===== config.mk =====
export PLATFORM = sky130hd
export DESIGN_NAME = complement_pair_command_deframer
export DESIGN_NICKNAME = d
export VERILOG_FILES = /design/src/sv/ccd_pkg.sv /design/src/sv/ccd_cfg_regs.sv /design/src/sv/ccd_deframe.sv /design/src/sv/ccd_out_reg.sv /design/src/sv/complement_pair_command_deframer.sv
export SDC_FILE = /design/constraint.sdc
export NUM_CORES = 1
export LEC_CHECK = 0
export BUFFER_PORTS_ARGS = -buffer_cell sky130_fd_sc_hd__buf_2
export CAP_MARGIN = 15
export CORE_MARGIN = 2
export CORE_UTILIZATION = 25
export DETAILED_ROUTE_END_ITERATION = 16
export GPL_TIMING_DRIVEN = 0
export SYNTH_ARGS = -nofsm -noshare
export SYNTH_HDL_FRONTEND = slang
export SYNTH_HIERARCHICAL = 1
export SYNTH_SLANG_ARGS = --single-unit

===== constraint.sdc =====
create_clock -name clk -period 2.64 [get_ports clk]
set_input_delay 0.264 -clock clk [delete_from_list [all_inputs] [get_ports clk]]
set_output_delay 0.264 -clock clk [all_outputs]
set_load 0.01 [all_outputs]

===== src/sv/ccd_pkg.sv =====
// ----------------------------------------------------------------------------
// ccd_pkg
// Shared types and codes of the complement pair command deframer.
// ----------------------------------------------------------------------------
package ccd_pkg;

	localparam int unsigned CfgIdxW = 3;
	localparam int unsigned CfgDataW = 32;
	localparam int unsigned ByteW = 8;
	localparam int unsigned ActW = 3;
	localparam int unsigned TickW = 32;
	localparam int unsigned FrameCntW = 2;

	// Register indexes of the configuration port
	localparam logic [CfgIdxW-1:0] REG_START_CODE = 3'd0;
	localparam logic [CfgIdxW-1:0] REG_END_CODE = 3'd1;
	localparam logic [CfgIdxW-1:0] REG_SKIP_CODE = 3'd2;
	localparam logic [CfgIdxW-1:0] REG_VOLUP_CODE = 3'd3;
	localparam logic [CfgIdxW-1:0] REG_VOLDOWN_CODE = 3'd4;
	localparam logic [CfgIdxW-1:0] REG_SKIP_HOLDOFF = 3'd5;

	// Register reset values
	localparam logic [ByteW-1:0] START_CODE_RST = 8'd1;
	localparam logic [ByteW-1:0] END_CODE_RST = 8'd2;
	localparam logic [ByteW-1:0] SKIP_CODE_RST = 8'd3;
	localparam logic [ByteW-1:0] VOLUP_CODE_RST = 8'd4;
	localparam logic [ByteW-1:0] VOLDOWN_CODE_RST = 8'd5;
	localparam logic [TickW-1:0] SKIP_HOLDOFF_RST = 32'd500000;

	// Request types
	localparam logic REQ_BYTE = 1'b0;
	localparam logic REQ_TICK = 1'b1;

	// Action codes
	localparam logic [ActW-1:0] ACT_SKIP_FIRED = 3'd0;
	localparam logic [ActW-1:0] ACT_SKIP_SUPPRESSED = 3'd1;
	localparam logic [ActW-1:0] ACT_VOLUME_UP = 3'd2;
	localparam logic [ActW-1:0] ACT_VOLUME_DOWN = 3'd3;
	localparam logic [ActW-1:0] ACT_OTHER = 3'd4;

	// Frame fill levels
	localparam logic [FrameCntW-1:0] FRAME_EMPTY = 2'd0;
	localparam logic [FrameCntW-1:0] FRAME_ONE = 2'd1;

	typedef struct packed {
		logic [ByteW-1:0] start_code;
		logic [ByteW-1:0] end_code;
		logic [ByteW-1:0] skip_code;
		logic [ByteW-1:0] volup_code;
		logic [ByteW-1:0] voldown_code;
		logic [TickW-1:0] skip_holdoff;
	} ccd_cfg_t;

	typedef struct packed {
		logic valid;
		logic [ActW-1:0] action;
		logic [ByteW-1:0] command_byte;
	} ccd_result_t;

endpackage


===== src/sv/ccd_cfg_regs.sv =====
// ----------------------------------------------------------------------------
// ccd_cfg_regs
// Configuration register file: frame codes, command codes and skip holdoff.
// ----------------------------------------------------------------------------
module ccd_cfg_regs
	import ccd_pkg::*;
(
	input  logic                clk,
	input  logic                arst_n,
	input  logic                cfg_valid,
	input  logic [CfgIdxW-1:0]  cfg_index,
	input  logic [CfgDataW-1:0] cfg_data,
	output ccd_cfg_t            cfg
);

	ccd_cfg_t cfg_q;

	// Write the addressed register; drop writes beyond the list
	always_ff @(posedge clk or negedge arst_n) begin
		if (!arst_n) begin
			cfg_q.start_code <= START_CODE_RST;
			cfg_q.end_code <= END_CODE_RST;
			cfg_q.skip_code <= SKIP_CODE_RST;
			cfg_q.volup_code <= VOLUP_CODE_RST;
			cfg_q.voldown_code <= VOLDOWN_CODE_RST;
			cfg_q.skip_holdoff <= SKIP_HOLDOFF_RST;
		end else if (cfg_valid) begin
			case (cfg_index)
				REG_START_CODE: cfg_q.start_code <= cfg_data[ByteW-1:0];
				REG_END_CODE: cfg_q.end_code <= cfg_data[ByteW-1:0];
				REG_SKIP_CODE: cfg_q.skip_code <= cfg_data[ByteW-1:0];
				REG_VOLUP_CODE: cfg_q.volup_code <= cfg_data[ByteW-1:0];
				REG_VOLDOWN_CODE: cfg_q.voldown_code <= cfg_data[ByteW-1:0];
				REG_SKIP_HOLDOFF: cfg_q.skip_holdoff <= cfg_data[TickW-1:0];
				default: ;
			endcase
		end
	end

	assign cfg = cfg_q;

endmodule


===== src/sv/ccd_deframe.sv =====
// ----------------------------------------------------------------------------
// ccd_deframe
// Input register, complement pairing, frame assembly and skip holdoff timer.
// ----------------------------------------------------------------------------
module ccd_deframe
	import ccd_pkg::*;
(
	input  logic             clk,
	input  logic             arst_n,
	input  logic             in_valid,
	output logic             in_stall,
	input  logic             req_type,
	input  logic [ByteW-1:0] rx_byte,
	input  ccd_cfg_t         cfg,
	input  logic             out_free,
	output ccd_result_t      result
);

	logic                 valid_s1;
	logic                 req_type_s1;
	logic [ByteW-1:0]     rx_byte_s1;

	logic                 pending_valid_q;
	logic [ByteW-1:0]     pending_byte_q;
	logic [FrameCntW-1:0] frame_count_q;
	logic [ByteW-1:0]     frame_first_q;
	logic [ByteW-1:0]     frame_second_q;
	logic [TickW-1:0]     ticks_q;

	logic                 pending_valid_d;
	logic [ByteW-1:0]     pending_byte_d;
	logic [FrameCntW-1:0] frame_count_d;
	logic [ByteW-1:0]     frame_first_d;
	logic [ByteW-1:0]     frame_second_d;
	logic [TickW-1:0]     ticks_d;
	ccd_result_t          res_d;

	logic                 advance;
	logic                 accept;

	// Work out the next state and the result of the request in the input register
	always_comb begin
		pending_valid_d = pending_valid_q;
		pending_byte_d = pending_byte_q;
		frame_count_d = frame_count_q;
		frame_first_d = frame_first_q;
		frame_second_d = frame_second_q;
		ticks_d = ticks_q;
		res_d.valid = 1'b0;
		res_d.action = ACT_OTHER;
		res_d.command_byte = frame_second_q;

		if (req_type_s1 == REQ_TICK) begin
			// Advance the holdoff timer, saturating
			if (ticks_q != {TickW{1'b1}}) begin
				ticks_d = ticks_q + 1'b1;
			end
		end else if (!pending_valid_q) begin
			pending_byte_d = rx_byte_s1;
			pending_valid_d = 1'b1;
		end else if (rx_byte_s1 == ~pending_byte_q) begin
			// Pair matched: take the pending byte into the frame
			pending_valid_d = 1'b0;
			if (frame_count_q == FRAME_EMPTY) begin
				if (pending_byte_q == cfg.start_code) begin
					frame_first_d = pending_byte_q;
					frame_count_d = FRAME_ONE;
				end
			end else if (frame_first_q != cfg.start_code) begin
				frame_count_d = FRAME_EMPTY;
			end else if (frame_count_q == FRAME_ONE) begin
				frame_second_d = pending_byte_q;
				frame_count_d = frame_count_q + 1'b1;
			end else begin
				frame_count_d = FRAME_EMPTY;
				if (pending_byte_q == cfg.end_code) begin
					res_d.valid = 1'b1;
					if (frame_second_q == cfg.skip_code) begin
						res_d.action = (ticks_q > cfg.skip_holdoff) ?
							ACT_SKIP_FIRED : ACT_SKIP_SUPPRESSED;
						ticks_d = '0;
					end else if (frame_second_q == cfg.volup_code) begin
						res_d.action = ACT_VOLUME_UP;
					end else if (frame_second_q == cfg.voldown_code) begin
						res_d.action = ACT_VOLUME_DOWN;
					end
				end
			end
		end else begin
			// Mismatched pair: drop the frame, new byte becomes pending
			frame_count_d = FRAME_EMPTY;
			pending_byte_d = rx_byte_s1;
		end
	end

	// Hold the request only when it has a result and the output is busy
	assign advance = valid_s1 && (!res_d.valid || out_free);
	assign in_stall = valid_s1 && !advance;
	assign accept = in_valid && !in_stall;

	// Input register
	always_ff @(posedge clk or negedge arst_n) begin
		if (!arst_n) begin
			valid_s1 <= 1'b0;
		end else if (accept) begin
			valid_s1 <= 1'b1;
		end else if (advance) begin
			valid_s1 <= 1'b0;
		end
	end

	always_ff @(posedge clk) begin
		if (accept) begin
			req_type_s1 <= req_type;
			rx_byte_s1 <= rx_byte;
		end
	end

	// Commit the deframer state
	always_ff @(posedge clk or negedge arst_n) begin
		if (!arst_n) begin
			pending_valid_q <= 1'b0;
			pending_byte_q <= '0;
			frame_count_q <= FRAME_EMPTY;
			frame_first_q <= '0;
			frame_second_q <= '0;
			ticks_q <= '0;
		end else if (advance) begin
			pending_valid_q <= pending_valid_d;
			pending_byte_q <= pending_byte_d;
			frame_count_q <= frame_count_d;
			frame_first_q <= frame_first_d;
			frame_second_q <= frame_second_d;
			ticks_q <= ticks_d;
		end
	end

	assign result.valid = advance && res_d.valid;
	assign result.action = res_d.action;
	assign result.command_byte = res_d.command_byte;

endmodule


===== src/sv/ccd_out_reg.sv =====
// ----------------------------------------------------------------------------
// ccd_out_reg
// Result register toward the output channel.
// ----------------------------------------------------------------------------
module ccd_out_reg
	import ccd_pkg::*;
(
	input  logic             clk,
	input  logic             arst_n,
	input  ccd_result_t      result,
	output logic             out_free,
	output logic             out_valid,
	input  logic             out_stall,
	output logic [ActW-1:0]  action,
	output logic [ByteW-1:0] command_byte
);

	logic             valid_q;
	logic [ActW-1:0]  action_q;
	logic [ByteW-1:0] cmd_q;

	// Free when empty or when the held result leaves this cycle
	assign out_free = !valid_q || !out_stall;

	always_ff @(posedge clk or negedge arst_n) begin
		if (!arst_n) begin
			valid_q <= 1'b0;
		end else if (result.valid) begin
			valid_q <= 1'b1;
		end else if (!out_stall) begin
			valid_q <= 1'b0;
		end
	end

	always_ff @(posedge clk) begin
		if (result.valid) begin
			action_q <= result.action;
			cmd_q <= result.command_byte;
		end
	end

	assign out_valid = valid_q;
	assign action = action_q;
	assign command_byte = cmd_q;

endmodule


===== src/sv/complement_pair_command_deframer.sv =====
// ----------------------------------------------------------------------------
// complement_pair_command_deframer
// Pairs each serial byte with its complement, assembles start/command/end
// frames and reports skip, volume up, volume down or other commands.
// ----------------------------------------------------------------------------
//  channel  | handshake             | payload
//  ---------+-----------------------+---------------------------
//  in       | in_valid / in_stall   | req_type, rx_byte
//  out      | out_valid / out_stall | action, command_byte
//  cfg      | cfg_valid / cfg_ready | cfg_index, cfg_data
//
// One request per clock while the input is not stalled; a result passes from the
// input register into the result register and from there to the output.
// The input register holds a request only while it has a result and the
// result register is stalled; requests without a result keep flowing.
// Reset clears the pairing, frame and tick state and loads register defaults.
// Configuration writes are always taken.
// ----------------------------------------------------------------------------
module complement_pair_command_deframer
	import ccd_pkg::*;
(
	input  logic                clk,
	input  logic                arst_n,
	input  logic                in_valid,
	output logic                in_stall,
	input  logic                req_type,
	input  logic [ByteW-1:0]    rx_byte,
	output logic                out_valid,
	input  logic                out_stall,
	output logic [ActW-1:0]     action,
	output logic [ByteW-1:0]    command_byte,
	input  logic                cfg_valid,
	output logic                cfg_ready,
	input  logic [CfgIdxW-1:0]  cfg_index,
	input  logic [CfgDataW-1:0] cfg_data
);

	ccd_cfg_t    cfg;
	ccd_result_t result;
	logic        out_free;

	assign cfg_ready = 1'b1;

	ccd_cfg_regs u_cfg_regs (
		.clk       (clk),
		.arst_n    (arst_n),
		.cfg_valid (cfg_valid),
		.cfg_index (cfg_index),
		.cfg_data  (cfg_data),
		.cfg       (cfg)
	);

	ccd_deframe u_deframe (
		.clk      (clk),
		.arst_n   (arst_n),
		.in_valid (in_valid),
		.in_stall (in_stall),
		.req_type (req_type),
		.rx_byte  (rx_byte),
		.cfg      (cfg),
		.out_free (out_free),
		.result   (result)
	);

	ccd_out_reg u_out_reg (
		.clk          (clk),
		.arst_n       (arst_n),
		.result       (result),
		.out_free     (out_free),
		.out_valid    (out_valid),
		.out_stall    (out_stall),
		.action       (action),
		.command_byte (command_byte)
	);

endmodule


Word-level counts from Yosys, hierarchy flattened --
Cells that the tools add are included.
Word-level totals: register bits after elaboration 153, latch bits 0, memory bits (writable) 0, memory bits (read-only) 0, bits of input ports 49, output and inout bits 14, memories 0
Operators by class: add/subtract/negate cells 2, $mul 0, divide/modulo/power cells 0, order comparisons 1, eq/ne operators 21, shifts and indexed selects 0, multiplexer cells 33, bitwise logic cells 7, reductions and logical operators 31
Operators with widths (count):
- $mux 32 | 9
- $eq 8x8->1 | 6
- $add 32x1->32 const B | 1
- $gt 32x32->1 | 1
- $ne 32x32->1 const B | 1
- $mux 4 | 7
- $mux 8 | 2
- $reduce_and 2->1 | 7
- $mux 2 | 5
- $reduce_bool 2->1 | 5
- $mux 3 | 3
- $reduce_and 9->1 | 1
- $ne 2x1->1 const B | 4
- $ne 8x8->1 | 1
- $not 8->8 | 1
- $mux 1 | 7
- $reduce_and 7->1 | 1
- $reduce_or 7->1 | 1
- $eq 3x2->1 const B | 2
- $eq 3x3->1 const B | 2
- $not 1->1 | 6
- $reduce_and 6->1 | 1
- $logic_not 1->1 | 5
- $logic_and 1x1->1 | 4
- other kinds (10) | 12

Depth between registers and ports, before layout --
Gate-level depths: netlist of run 1.
word-level depth 19, mapped depth 8, gate-level depth less buffers 7

Modules after synthesis --
Netlist of run 1, hierarchy kept.
Modules (own cells, without submodules):
- ccd_deframe | times used 1, cells each 519, area each 4922.2 um2, sequential area each 1771.7 um2
- ccd_cfg_regs | times used 1, cells each 157, area each 2736.4 um2, sequential area each 1819.2 um2
- ccd_out_reg | times used 1, cells each 14, area each 366.6 um2, sequential area each 355.3 um2
- complement_pair_command_deframer | times used 1, cells each 2, area each 11.3 um2, sequential area each 0.0 um2

Worst setup path after synthesis of run 1 --
Ideal clock, no wire load.
kind reg-to-reg, from register u_deframe.pending_byte_q[0], to register u_out_reg.action_q[0], in the netlist u_out_reg/action[0] (enable), setup time 0.411 ns, arrival 2.422 ns, required time 2.229 ns, slack -0.193 ns, cell stages (with the launch flop) 6, path buffers 1, clock period less this slack 2.833 ns, cell sequence dfrtp_1 > buf_6 > xnor2_2 > nand4_1 > or3_4 > nor4_1
RTL lines:
- from (decl) | line ccd_deframe.sv:24 | logic [ByteW-1:0] pending_byte_q;
- from (signal assigned) | line ccd_deframe.sv:130 | pending_byte_q <= pending_byte_d;
- to (signal assigned) | line ccd_out_reg.sv:37 | action_q <= result.action;
- to (decl) | line ccd_out_reg.sv:19 | logic [ActW-1:0] action_q;

Final worst setup path of run 1 --
from register u_deframe.pending_byte_q[6], to output port in_stall
On the way: word-level cells in the longest chain between the ends 13, elaborated cells between the ends (all ways) 15, those cells by class eq/ne: 2; mux: 7; bitwise: 1; reduce/logical: 5
RTL lines:
- $eq 8x8->1 | line ccd_deframe.sv:76 | if (pending_byte_q == cfg.end_code) begin
- $mux 4 | line ccd_deframe.sv:76
- $mux 4 | line ccd_deframe.sv:71 | end else if (frame_count_q == FRAME_ONE) begin
- $mux 4 | line ccd_deframe.sv:69 | end else if (frame_first_q != cfg.start_code) begin
- $mux 4 | line ccd_deframe.sv:64 | if (frame_count_q == FRAME_EMPTY) begin
- $mux 4 * | line ccd_deframe.sv:61 | end else if (rx_byte_s1 == ~pending_byte_q) begin
- $mux 4 * | line ccd_deframe.sv:58 | end else if (!pending_valid_q) begin
- $mux 4 * | line ccd_deframe.sv:53 | if (req_type_s1 == REQ_TICK) begin
- $logic_not 1->1 * | line ccd_deframe.sv:97 | assign advance = valid_s1 && (!res_d.valid || out_free);
- $logic_or 1x1->1 * | line ccd_deframe.sv:97
- $logic_and 1x1->1 * | line ccd_deframe.sv:97
- $logic_not 1->1 * | line ccd_deframe.sv:98 | assign in_stall = valid_s1 && !advance;
- $logic_and 1x1->1 * | line ccd_deframe.sv:98
- to (decl) | line complement_pair_command_deframer.sv:25 | output logic in_stall,
Every way passes the cells marked *; elsewhere a longest branch is shown, timed or not.

==> summary.md, run 1 <==
| Metric | Value |
|---|---|
| CP Capture Type | output pin |
| Final worst path period share | 102% |
| Row count | 65 |
| Critical Path RT | 2380 ps |
| H-tree depth | 4 |
| CP max stage delay | 560 ps |
| Initial drt markers | 417 |
| Sequential fraction of the synthesis area | 49.1% |
| Post-synth cell types | 56 |
| Peak VDD IR | 0.482 mV |
| WL final | 19200 microns |
| Ys flop type | dfrtp_1 |
| Final Max Tran Viols | 0 |
| CTS tree | yes |
| Synthesized Nets | 774 |
| Ant. Diodes | 0 |
| GP Congestion | 0.785 |
| DIE HEIGHT | 183 microns |
| Vias in the first global route | 5635 |
| FFs w/ async S/R, synth | 86.9% |
| Max FO, Critical Path | 5 |
| TritonRoute pass-1 iters | 4 |
| Maximum clock rate | 371 MHz |
| Crit path buf inv count | 2 |
| Synth Instances | 692 |
| Die ar. | 33600 sq um |
| Post-layout util | 31.2% |
| Hold Vio Cnt, Final | 0 |
| Kind of critical path | flip-flop to output pin |
| Synth Cell Area | 8040 sq um |
| Hold slack | 40.3 ps |
| CP max stage cell | or4_4 |
| Later-pin clock latency in the skew report | 440 ps |
| Worst Hold Class | input pin to flip-flop |
| Via count | 5647 |
| Number of port buffers | 60 |
| I/O pins | 63 |
| Max clock buf depth | 2 |
| Total grt overflow | 0 |
| Area grow syn2layout | 22.8% |
| Post-synth EDFFs | 20 |
| Setup ws final | -54.9 ps |
| Post-layout nets | 870 |
| RSZ-0062 raised after global routing | yes |
| Min Tclk post-route | 2690 ps |
| Lkg Pwr | 4.18 nW |
| Root cell of the clock tree | clkbuf_16 |
| Max_cap viols | 0 |
| WL/cell | 15.9 microns |
| Layout cells sized above 1 | 33.2% |
| Core ar. | 31600 sq um |
| Setup Viol. Count Final | 1 |
| #FFs+latches synth | 153 |
| Pwr dens | 721 nW/um^2 |
| Synth warn | 6 |
| Relative slew margins | 57.9% |
| PnR Total Power | 0.00711 W |
| Detailed Place HPWL | 13600 microns |
| Largest net degree at the start of global routing | 95 |
| Final Skew | 12.7 ps |
| DRC | 0 |
| Failing checks | negative setup slack |
| Syn Area/Cell | 11.6 sq um |
| Post-route ant nets | 0 |
| Worst-margin pin slew | 629 ps |
| Gr usage total | 12.0% |
| Crit path cell chain | buf_6, xor2_4, nand3_2, or3_4, or4_4, nor2_4, buf_6 |
| Vias per cell | 4.69 |
| Die Width | 183 microns |
| Setup_tns | -54.9 ps |
| Worst path top cell family by delay | simple AND/OR/NAND/NOR gates |
| First-pass GRT wire length | 31400 microns |
| Critical Path Most Common Cell | buf_6 |
| Status | complete, but fails checks |
| CTS sink cnt | 153 |
| CTS Buf Count | 17 |
| Worst Setup Start Kind | flip-flop |
| Worst path arrival time | 2430 ps |
| Initial Util | 25.4% |
| Initial antenna violation count | 0 |
| Clock-pin slew on the worst setup and hold paths | 70 ps |
-- metrics by stage --
| step | cell area, sq um | cells | setup WS, ps |
|---|---|---|---|
| after floorplan | 8040 | 692 | 281 |
| after global placement | 8850 | 1154 | -672 |
| after detailed placement | 8900 | 1156 | -258 |
| after CTS | 9790 | 1200 | -136 |
| after global routing | 9870 | 1203 | -149 |
| final | 9870 | 1203 | -54.9 |
-- cell type report --
cell class              instances  area (sq um)
fillers                      3246         21800
repair buffers                 78           497
inverters                      40           150
plain buffers                  26           175
multi-input cells             472          4040
well taps                     402           503
clock buffers                  19           443
clock inverters                13           110
flip-flops and latches        153          3950
-- routing by layer --
| layer | share of wire, % | vias up | track usage (%) |
|---|---|---|---|
| met2 | 48 | 108 | 19.3 |
| met5 | 0 | - | 0 |
| met3 | 3.9 | 14 | 2.64 |
| li1 | - | 2719 | - |
| met4 | 0.84 | 0 | 2.88 |
| met1 | 47 | 2806 | 16.5 |
-- cell usage after synthesis (9+ instances only) --
library cell  number  area (sq um)
dfrtp_1          119          2980
mux2_2            94          1060
inv_1             40           150
xor2_1            37           324
a21oi_1           35           175
nand2_1           34           128
ha_1              33           413
nand4_1           29           181
nand3_1           26           130
xnor2_1           24           210
edfxtp_1          20           601
o21ai_0           18          90.1
dfstp_2           14           368
or3_1             14          87.6
or4_1             14           105
buf_2             13          65.1
o31ai_1           13          97.6
and3_1            11          68.8
nor2_1            10          37.5
nor4_1            10          62.6
and4_1             9          78.8
-- cell usage in the layout (no fill, tap or decap), drive strengths merged, types with 3 or more instances in the layout --
cell type    netlist  routed
nor4bb             3       3
dlygate4sd3        0      10
nor2b              5       5
and2               6       6
clkbuf             6      27
nand2b             4       4
and4               9       9
dfstp             14      14
dfrtp            119     119
o31ai             13      13
buf               21      86
nor2              10      10
edfxtp            20      20
xnor2             25      25
inv               40      48
o21ai             18      18
or4               14      14
and3              11      11
xor2              37      37
mux2              96      96
a211oi             4       4
nor3               7       7
nand3             26      26
nor4              12      12
ha                33      33
nand4             29      29
or3               15      15
nand2             34      34
a21oi             35      35
clkinv             0       5
-- where the power goes --
group          switching, W  total [W]  internal, W
logic              0.000828    0.00165     0.000824
clock network       0.00108    0.00233      0.00126
registers          0.000342    0.00313      0.00279
-- worst register-to-register path, stage by stage, from the launching register on --
cell and delay (ps):
dfrtp_1 380, buf_6 150, xor2_4 190, nand3_2 80
or3_4 380, or4_4 560, buf_4 160, buf_4 140
nor4_2 270
-- state kept, by name, indices dropped and copies added, names as in the netlist --
name                       count
u_deframe/rx_byte_s1           8
u_out_reg/out_valid            1
u_cfg_regs/cfg                72
u_deframe/pending_valid_q      1
u_out_reg/action               3
u_deframe/ticks_q             32
u_deframe/req_type_s1          1
u_deframe/frame_first_q        8
u_deframe/valid_s1             1
u_deframe/frame_second_q       8
u_out_reg/command_byte         8
u_deframe/frame_count_q        2
u_deframe/pending_byte_q       8
-- what timing repair did --
item / CTS / global route
hold endpoints to repair: 42 / 0
resized for setup: 33 / 9
gates cloned: 0 / 0
hold buffers: 10 / 0
pin swaps: 8 / 4
setup buffers: 2 / 4
endpoints found under the setup margin: 39 / 38
-- cell families (layout without fill, tap and decap cells) --
kind of cell	after synthesis	in the layout	share of synthesized area, %
buf+inv	67	176	4.02
simple gates	191	191	14.5
other cells	1	1	0.0467
compound gates	89	89	6.93
flops	153	153	49.1
xor+xnor	62	62	6.85
mux	96	96	13.5
fa+ha+maj	33	33	5.14
-- final timing paths --
check | startpoint | to | slack, ps | depth (start not counted)
worst max-delay path | u_deframe/pending_byte_q[6] | in_stall | -50 | 7
worst min-delay path | out_stall | u_out_reg/out_valid | 40 | 2
worst max register to register | u_deframe/pending_byte_q[6] | u_out_reg/action[0] | 150 | 8
worst min register to register | u_out_reg/out_valid | u_out_reg/out_valid | 510 | 1
max in group asynchronous | arst_n | u_cfg_regs/cfg[64] | 1490 | 3
min in group asynchronous | arst_n | u_deframe/ticks_q[15] | 330 | 2
(Power assumes the default switching activity.)
==> run 2, diff against run 1 <==
--- a/config.mk
+++ b/config.mk
@@ -11,6 +11,7 @@
 export CORE_UTILIZATION = 25
 export DETAILED_ROUTE_END_ITERATION = 16
 export GPL_TIMING_DRIVEN = 0
+export HOLD_SLACK_MARGIN = 0.05
 export SYNTH_ARGS = -nofsm -noshare
 export SYNTH_HDL_FRONTEND = slang
 export SYNTH_HIERARCHICAL = 1
==> summary.md, run 2 (same netlist as run 1, synthesis figures left out) <==
| Metric | Value |
|---|---|
| Status | complete, but fails checks |
| Failing checks | negative setup slack |
| Final worst path period share | 102% (-0.18 points) |
| Initial antenna violation count | 0 (unchanged) |
| Kind of critical path | flip-flop to output pin |
| Peak VDD IR | 0.482 mV (about the same) |
| Worst path top cell family by delay | simple AND/OR/NAND/NOR gates |
| Hold endpoint | u_cfg_regs/cfg[29] |
| Post-layout nets | 879 (+1.0%) |
| Post-route ant nets | 0 (unchanged) |
| Worst Hold Class | input pin to flip-flop |
| First-pass GRT wire length | 31400 microns (+0.26%) |
| Total grt overflow | 0 (unchanged) |
| Critical Path Most Common Cell | buf_6 |
| CTS Buf Count | 17 (unchanged) |
| Crit path cell chain | buf_6, xor2_4, nand3_2, or3_4, or4_4, nor2_4, buf_6 |
| Initial Util | 25.4% (unchanged) |
| Largest register FFs | 72 (unchanged) |
| Worst path arrival time | 2430 ps (about the same) |
| R2R Setup Slk | 160 ps (about the same) |
| Initial drt markers | 424 (+1.7%) |
| Max clock buf depth | 2 (unchanged) |
| Ant. Diodes | 0 (unchanged) |
| RSZ-0062 raised after global routing | yes |
| Setup Viol. Count Final | 1 (unchanged) |
| Worst Hold Depth | 2 (unchanged) |
| Max FO, Critical Path | 5 (unchanged) |
| Crit path buf inv count | 2 (unchanged) |
| Detailed Place HPWL | 13600 microns (unchanged) |
| Area grow syn2layout | 23.9% |
| Root cell of the clock tree | clkbuf_16 |
| H-tree depth | 4 (unchanged) |
| Number of port buffers | 60 (unchanged) |
| R2R Path End | u_out_reg/action[0] |
| WL/cell | 15.8 microns (-0.61%) |
| Setup_tns | -50.2 ps (+4.70 ps) |
| Reg-to-Reg Start | u_deframe/pending_byte_q[6] |
| Most common cell after layout, fill and taps aside | dfrtp_1 |
| CP max stage cell | or4_4 |
| Via count | 5666 (+0.34%) |
| Largest net degree at the start of global routing | 95 (unchanged) |
| CP max stage delay | 560 ps (about the same) |
| Gr usage total | 12.0% (+0.013 points) |
| CTS sink cnt | 153 (unchanged) |
| WL final | 19200 microns (+0.14%) |
| Vias in the first global route | 5676 (+0.73%) |
| DIE HEIGHT | 183 microns (unchanged) |
| Vias per cell | 4.67 (-0.41%) |
| Maximum clock rate | 372 MHz (+0.17%) |
| DRC | 0 (unchanged) |
| GP Congestion | 0.785 (unchanged) |
| Commonest non-fill, non-tap cells in the layout | 119 x dfrtp_1, 94 x mux2_2, 67 x buf_2 |
| Design area | 9960 sq um (+0.91%) |
| Max_cap viols | 0 (unchanged) |
| Die ar. | 33600 sq um (unchanged) |
| Hold Vio Cnt, Final | 0 (unchanged) |
| Lkg Pwr | 4.22 nW (+0.90%) |
| TritonRoute pass-1 iters | 4 (unchanged) |
| Die Width | 183 microns (unchanged) |
| CTS tree | yes |
| CP Capture Type | output pin |
| Row count | 65 (unchanged) |
| Reg2reg path depth | 8 (unchanged) |
| Pwr dens | 716 nW/um^2 (-0.76%) |
| Final Max Tran Viols | 0 (unchanged) |
| Worst Setup Start Kind | flip-flop |
| Relative slew margins | 58.1% (+0.15 points) |
| Layout cells sized above 1 | 32.8% (-0.37 points) |
| Later-pin clock latency in the skew report | 440 ps (about the same) |
| Critical Path RT | 2380 ps (about the same) |
| Area after DPL | 8900 sq um (unchanged) |
| I/O pins | 63 (unchanged) |
| Min Tclk post-route | 2690 ps (-4.70 ps) |
| Setup ws final | -50.2 ps (+4.70 ps) |
| Clock-pin slew on the worst setup and hold paths | 70 ps (about the same) |
| Core ar. | 31600 sq um (unchanged) |
| Hold_sp | cfg_data[29] |
| Worst-margin pin slew | 626 ps (-2.30 ps) |
| Final Skew | 12.7 ps (-0.00300 ps) |
## run 2: cell types whose count changed in the layout (fill, tap and decap cells not counted)
| cell | change |
|---|---|
| dlygate4sd3_1 | +9 |
## run 2: repair_timing
| item | in CTS | in global routing |
|---|---|---|
| hold buffers | 18 | 1 |
| pin swaps | 8 | 4 |
| endpoints found under the setup margin | 39 | 38 |
| setup buffers | 2 | 4 |
| cloned | 0 | 0 |
| resized for setup | 33 | 9 |
| hold endpoints to repair | 50 | 1 |
## run 2: metrics by stage
step / hold slack, ps / worst slack (ps) / util (%) / instances / total power [W]
floorplan: -31.6 / 281 / - / 692 / 0.00419
global placement: 443 / -672 / 28.0 / 1154 / 0.00457
detailed placement: 212 / -258 / 28.1 / 1156 / 0.00465
CTS: 50.3 / -136 / 31.2 / 1208 / 0.00715
global route: 50.1 / -149 / 31.5 / 1212 / 0.00757
finish: 63.4 / -50.2 / 31.5 / 1212 / 0.00712
## run 2: routing by layer
layer | part of all wire (%) | GRT usage (%)
met5 | 0 | 0
met4 | 0.83 | 2.88
met3 | 3.5 | 2.64
met2 | 48 | 19.3
met1 | 48 | 16.5
## run 2: power by group
group / switching, W / internal (W)
Clock: 0.00108 / 0.00126
Sequential: 0.000344 / 0.00279
Combinational: 0.000829 / 0.000833
## run 2: worst max path at each step
stage / end / cells after the start / startpoint
after floorplan: u_out_reg/action[0] / 5 / u_deframe/pending_byte_q[0]
after global placement: u_deframe/pending_byte_q[6] / 1 / arst_n
after detailed placement: u_deframe/ticks_q[14] / 7 / u_deframe/frame_second_q[5]
after CTS: in_stall / 8 / u_deframe/pending_byte_q[5]
after global routing: in_stall / 7 / u_deframe/pending_byte_q[6]
final: in_stall / 7 / u_deframe/pending_byte_q[6]
## run 2: layout make-up
class,instances,area [sq um]
Buffer,26,175
Clock buffer,19,443
Multi-Input combinational cell,472,4040
Tap cell,402,503
Timing Repair Buffer,87,587
Inverter,40,150
Sequential cell,153,3950
Clock inverter,13,110
Fill cell,3240,21700
==> run 3, diff against run 2 <==
--- a/config.mk
+++ b/config.mk
@@ -12,6 +12,7 @@
 export DETAILED_ROUTE_END_ITERATION = 16
 export GPL_TIMING_DRIVEN = 0
 export HOLD_SLACK_MARGIN = 0.05
+export PLACE_DENSITY = 0.5
 export SYNTH_ARGS = -nofsm -noshare
 export SYNTH_HDL_FRONTEND = slang
 export SYNTH_HIERARCHICAL = 1
==> summary.md, run 3 (same netlist as run 1, synthesis figures left out) <==
| Metric | Value |
|---|---|
| Reg-to-Reg Start | u_deframe/pending_byte_q[0] |
| Hold slack | 68.0 ps (+4.59 ps) |
| Post-route ant nets | 0 (unchanged) |
| Routed length on met1 | 9660 microns (+4.8%) |
| R2R Path End | u_deframe/rx_byte_s1[5] |
| Fillers | 3225 (-0.46%) |
| Failing checks | negative setup slack |
| Final worst path period share | 101% (-1.0 points) |
| H-tree depth | 4 (unchanged) |
| Via count | 5655 (-0.19%) |
| Lkg Pwr | 4.32 nW (+2.4%) |
| Area grow syn2layout | 26.3% |
| Critical Path Most Common Cell | buf_6 |
| DR top layer | met4 |
| Area after DPL | 8900 sq um (unchanged) |
| WL/cell | 16.0 microns (+1.1%) |
| Status | complete, but fails checks |
| Largest register FFs | 72 (unchanged) |
| Max clock buf depth | 2 (unchanged) |
| PnR Total Power | 0.00745 W (+4.6%) |
| I/O pins | 63 (unchanged) |
| Largest net degree at the start of global routing | 76 (-20%) |
| Wire length on met3 | 582 microns (-12%) |
| Worst path arrival time | 2400 ps (-30 ps) |
| Clock-pin slew on the worst setup and hold paths | 70 ps (about the same) |
| Final Max Tran Viols | 0 (unchanged) |
| Design area | 10100 sq um (+1.9%) |
| R2R Setup Slk | 140 ps (-20 ps) |
| Maximum clock rate | 375 MHz (+0.99%) |
| Worst Setup Start Kind | flip-flop |
| Hold Vio Cnt, Final | 0 (unchanged) |
| Die ar. | 33600 sq um (unchanged) |
| Gr usage total | 12.3% (+0.23 points) |
| Worst Hold Class | input pin to flip-flop |
| Initial Util | 25.4% (unchanged) |
| Hold endpoint | u_cfg_regs/cfg[13] |
| Row count | 65 (unchanged) |
| Min Tclk post-route | 2660 ps (-26.4 ps) |
| Hold_sp | cfg_data[13] |
| Layout cells sized above 1 | 33.2% (+0.37 points) |
| Vias per cell | 4.61 (-1.4%) |
| Ant. Diodes | 0 (unchanged) |
| Setup Viol. Count Final | 1 (unchanged) |
| WL final | 19700 microns (+2.3%) |
| Max_cap viols | 0 (unchanged) |
| CP max stage cell | or4_4 |
| Later-pin clock latency in the skew report | 440 ps (about the same) |
| Kind of critical path | flip-flop to output pin |
| Initial antenna violation count | 0 (unchanged) |
| DRC | 0 (unchanged) |
| Core ar. | 31600 sq um (unchanged) |
| Relative slew margins | 56.8% (-1.3 points) |
| Number of port buffers | 60 (unchanged) |
| Detailed Place HPWL | 14000 microns (+2.7%) |
| Final Skew | 16.8 ps (+4.12 ps) |
| WL met2 | 9270 microns (+1.1%) |
| Pwr dens | 734 nW/um^2 (+2.6%) |
| Worst Hold Depth | 2 (unchanged) |
| Setup ws final | -23.7 ps (+26.4 ps) |
| CTS sink cnt | 153 (unchanged) |
| DIE HEIGHT | 183 microns (unchanged) |
| GP Congestion | 0.732 (-6.7%) |
| Most common cell after layout, fill and taps aside | dfrtp_1 |
| CTS Buf Count | 17 (unchanged) |
| Vias in the first global route | 5701 (+0.44%) |
| Commonest non-fill, non-tap cells in the layout | 118 x dfrtp_1, 94 x mux2_2, 69 x buf_2 |
| Post-layout nets | 894 (+1.7%) |
| Peak VDD IR | 0.484 mV (+0.31%) |
| Critical Path RT | 2380 ps (about the same) |
| Max FO, Critical Path | 5 (unchanged) |
| Initial drt markers | 254 (-40%) |
| Worst-margin pin slew | 646 ps (+19.2 ps) |
| TritonRoute pass-1 iters | 4 (unchanged) |
| Worst path top cell family by delay | simple AND/OR/NAND/NOR gates |
| Crit path buf inv count | 2 (unchanged) |
| CP Capture Type | output pin |
| First-pass GRT wire length | 31900 microns (+1.5%) |
| Crit path cell chain | buf_6, xor2_4, nand4_1, or3_4, or4_4, nor2_4, buf_6 |
| CP max stage delay | 510 ps (-50 ps) |
| Die Width | 183 microns (unchanged) |
| Reg2reg path depth | 7 (-1) |
| RSZ-0062 raised after global routing | yes |
| Total grt overflow | 0 (unchanged) |
| CTS tree | yes |
| Root cell of the clock tree | clkbuf_16 |
[run 3: cell types whose count changed in the layout (fill, tap and decap cells not counted), sizes merged]
cell,change
clkbuf,-4
bufinv,+3
inv,+2
buf,+10
clkinv,-3
dlygate4sd3,+7
[run 3: area by class of cell]
class,count,area [sq um],area share (%)
Buffer,26,179,1.76
Clock buffer,17,425,4.19
Clock inverter,15,200,1.97
Inverter,40,150,1.48
Multi-Input combinational cell,472,4030,39.7
Sequential cell,153,3950,38.9
Tap cell,402,503,4.96
Timing Repair Buffer,102,717,7.07
[run 3: power by group]
group | internal, W | leakage, nW | switching (W)
Combinational | 0.000875 | 2.24 | 0.000822
Clock | 0.00153 | 0.309 | 0.00109
Sequential | 0.00279 | 1.77 | 0.000343
Total | 0.00519 | 4.32 | 0.00226
[run 3: worst max-delay path by stage]
stage / start / end / slack, ps / cells past startpoint
after floorplan: u_deframe/pending_byte_q[0] / u_out_reg/action[0] / 280 / 5
after global placement: arst_n / u_deframe/pending_byte_q[7] / -760 / 1
after detailed placement: u_deframe/frame_second_q[5] / u_deframe/ticks_q[12] / -350 / 7
after CTS: u_deframe/pending_byte_q[3] / in_stall / -110 / 8
after global routing: u_deframe/pending_byte_q[0] / in_stall / -140 / 7
final: u_deframe/pending_byte_q[0] / in_stall / -20 / 7
[run 3: timing repair]
item / in CTS / in global routing
setup buffers: 8 / 6
hold endpoints to repair: 78 / 1
pin swaps: 12 / 7
setup endpoints to repair: 39 / 40
hold buffers: 25 / 1
resized for setup: 32 / 11
[run 3: layer usage]
layer	vias up	GRT usage, %
met5	-	0
met4	0	2.59
li1	2767	-
met1	2778	16.8
met3	9	2.64
met2	101	19.9
[run 3: worst reg2reg max path, stage by stage (launching register included)]
cell and delay (ps):
dfrtp_1 380, buf_6 150, xor2_4 170, nand4_1 120
or3_4 420, or4_4 510, buf_4 180, o21a_2 310
[run 3: through the flow]
step,util [%],std cells,TNS [ps],setup WS (ps)
final,32.1,1227,-23.7,-23.7
after global routing,32.1,1227,-138,-138
after CTS,31.7,1221,-105,-105
after detailed placement,28.1,1156,-8310,-345
after global placement,28.0,1154,-103450,-763
after floorplan,-,692,0,281
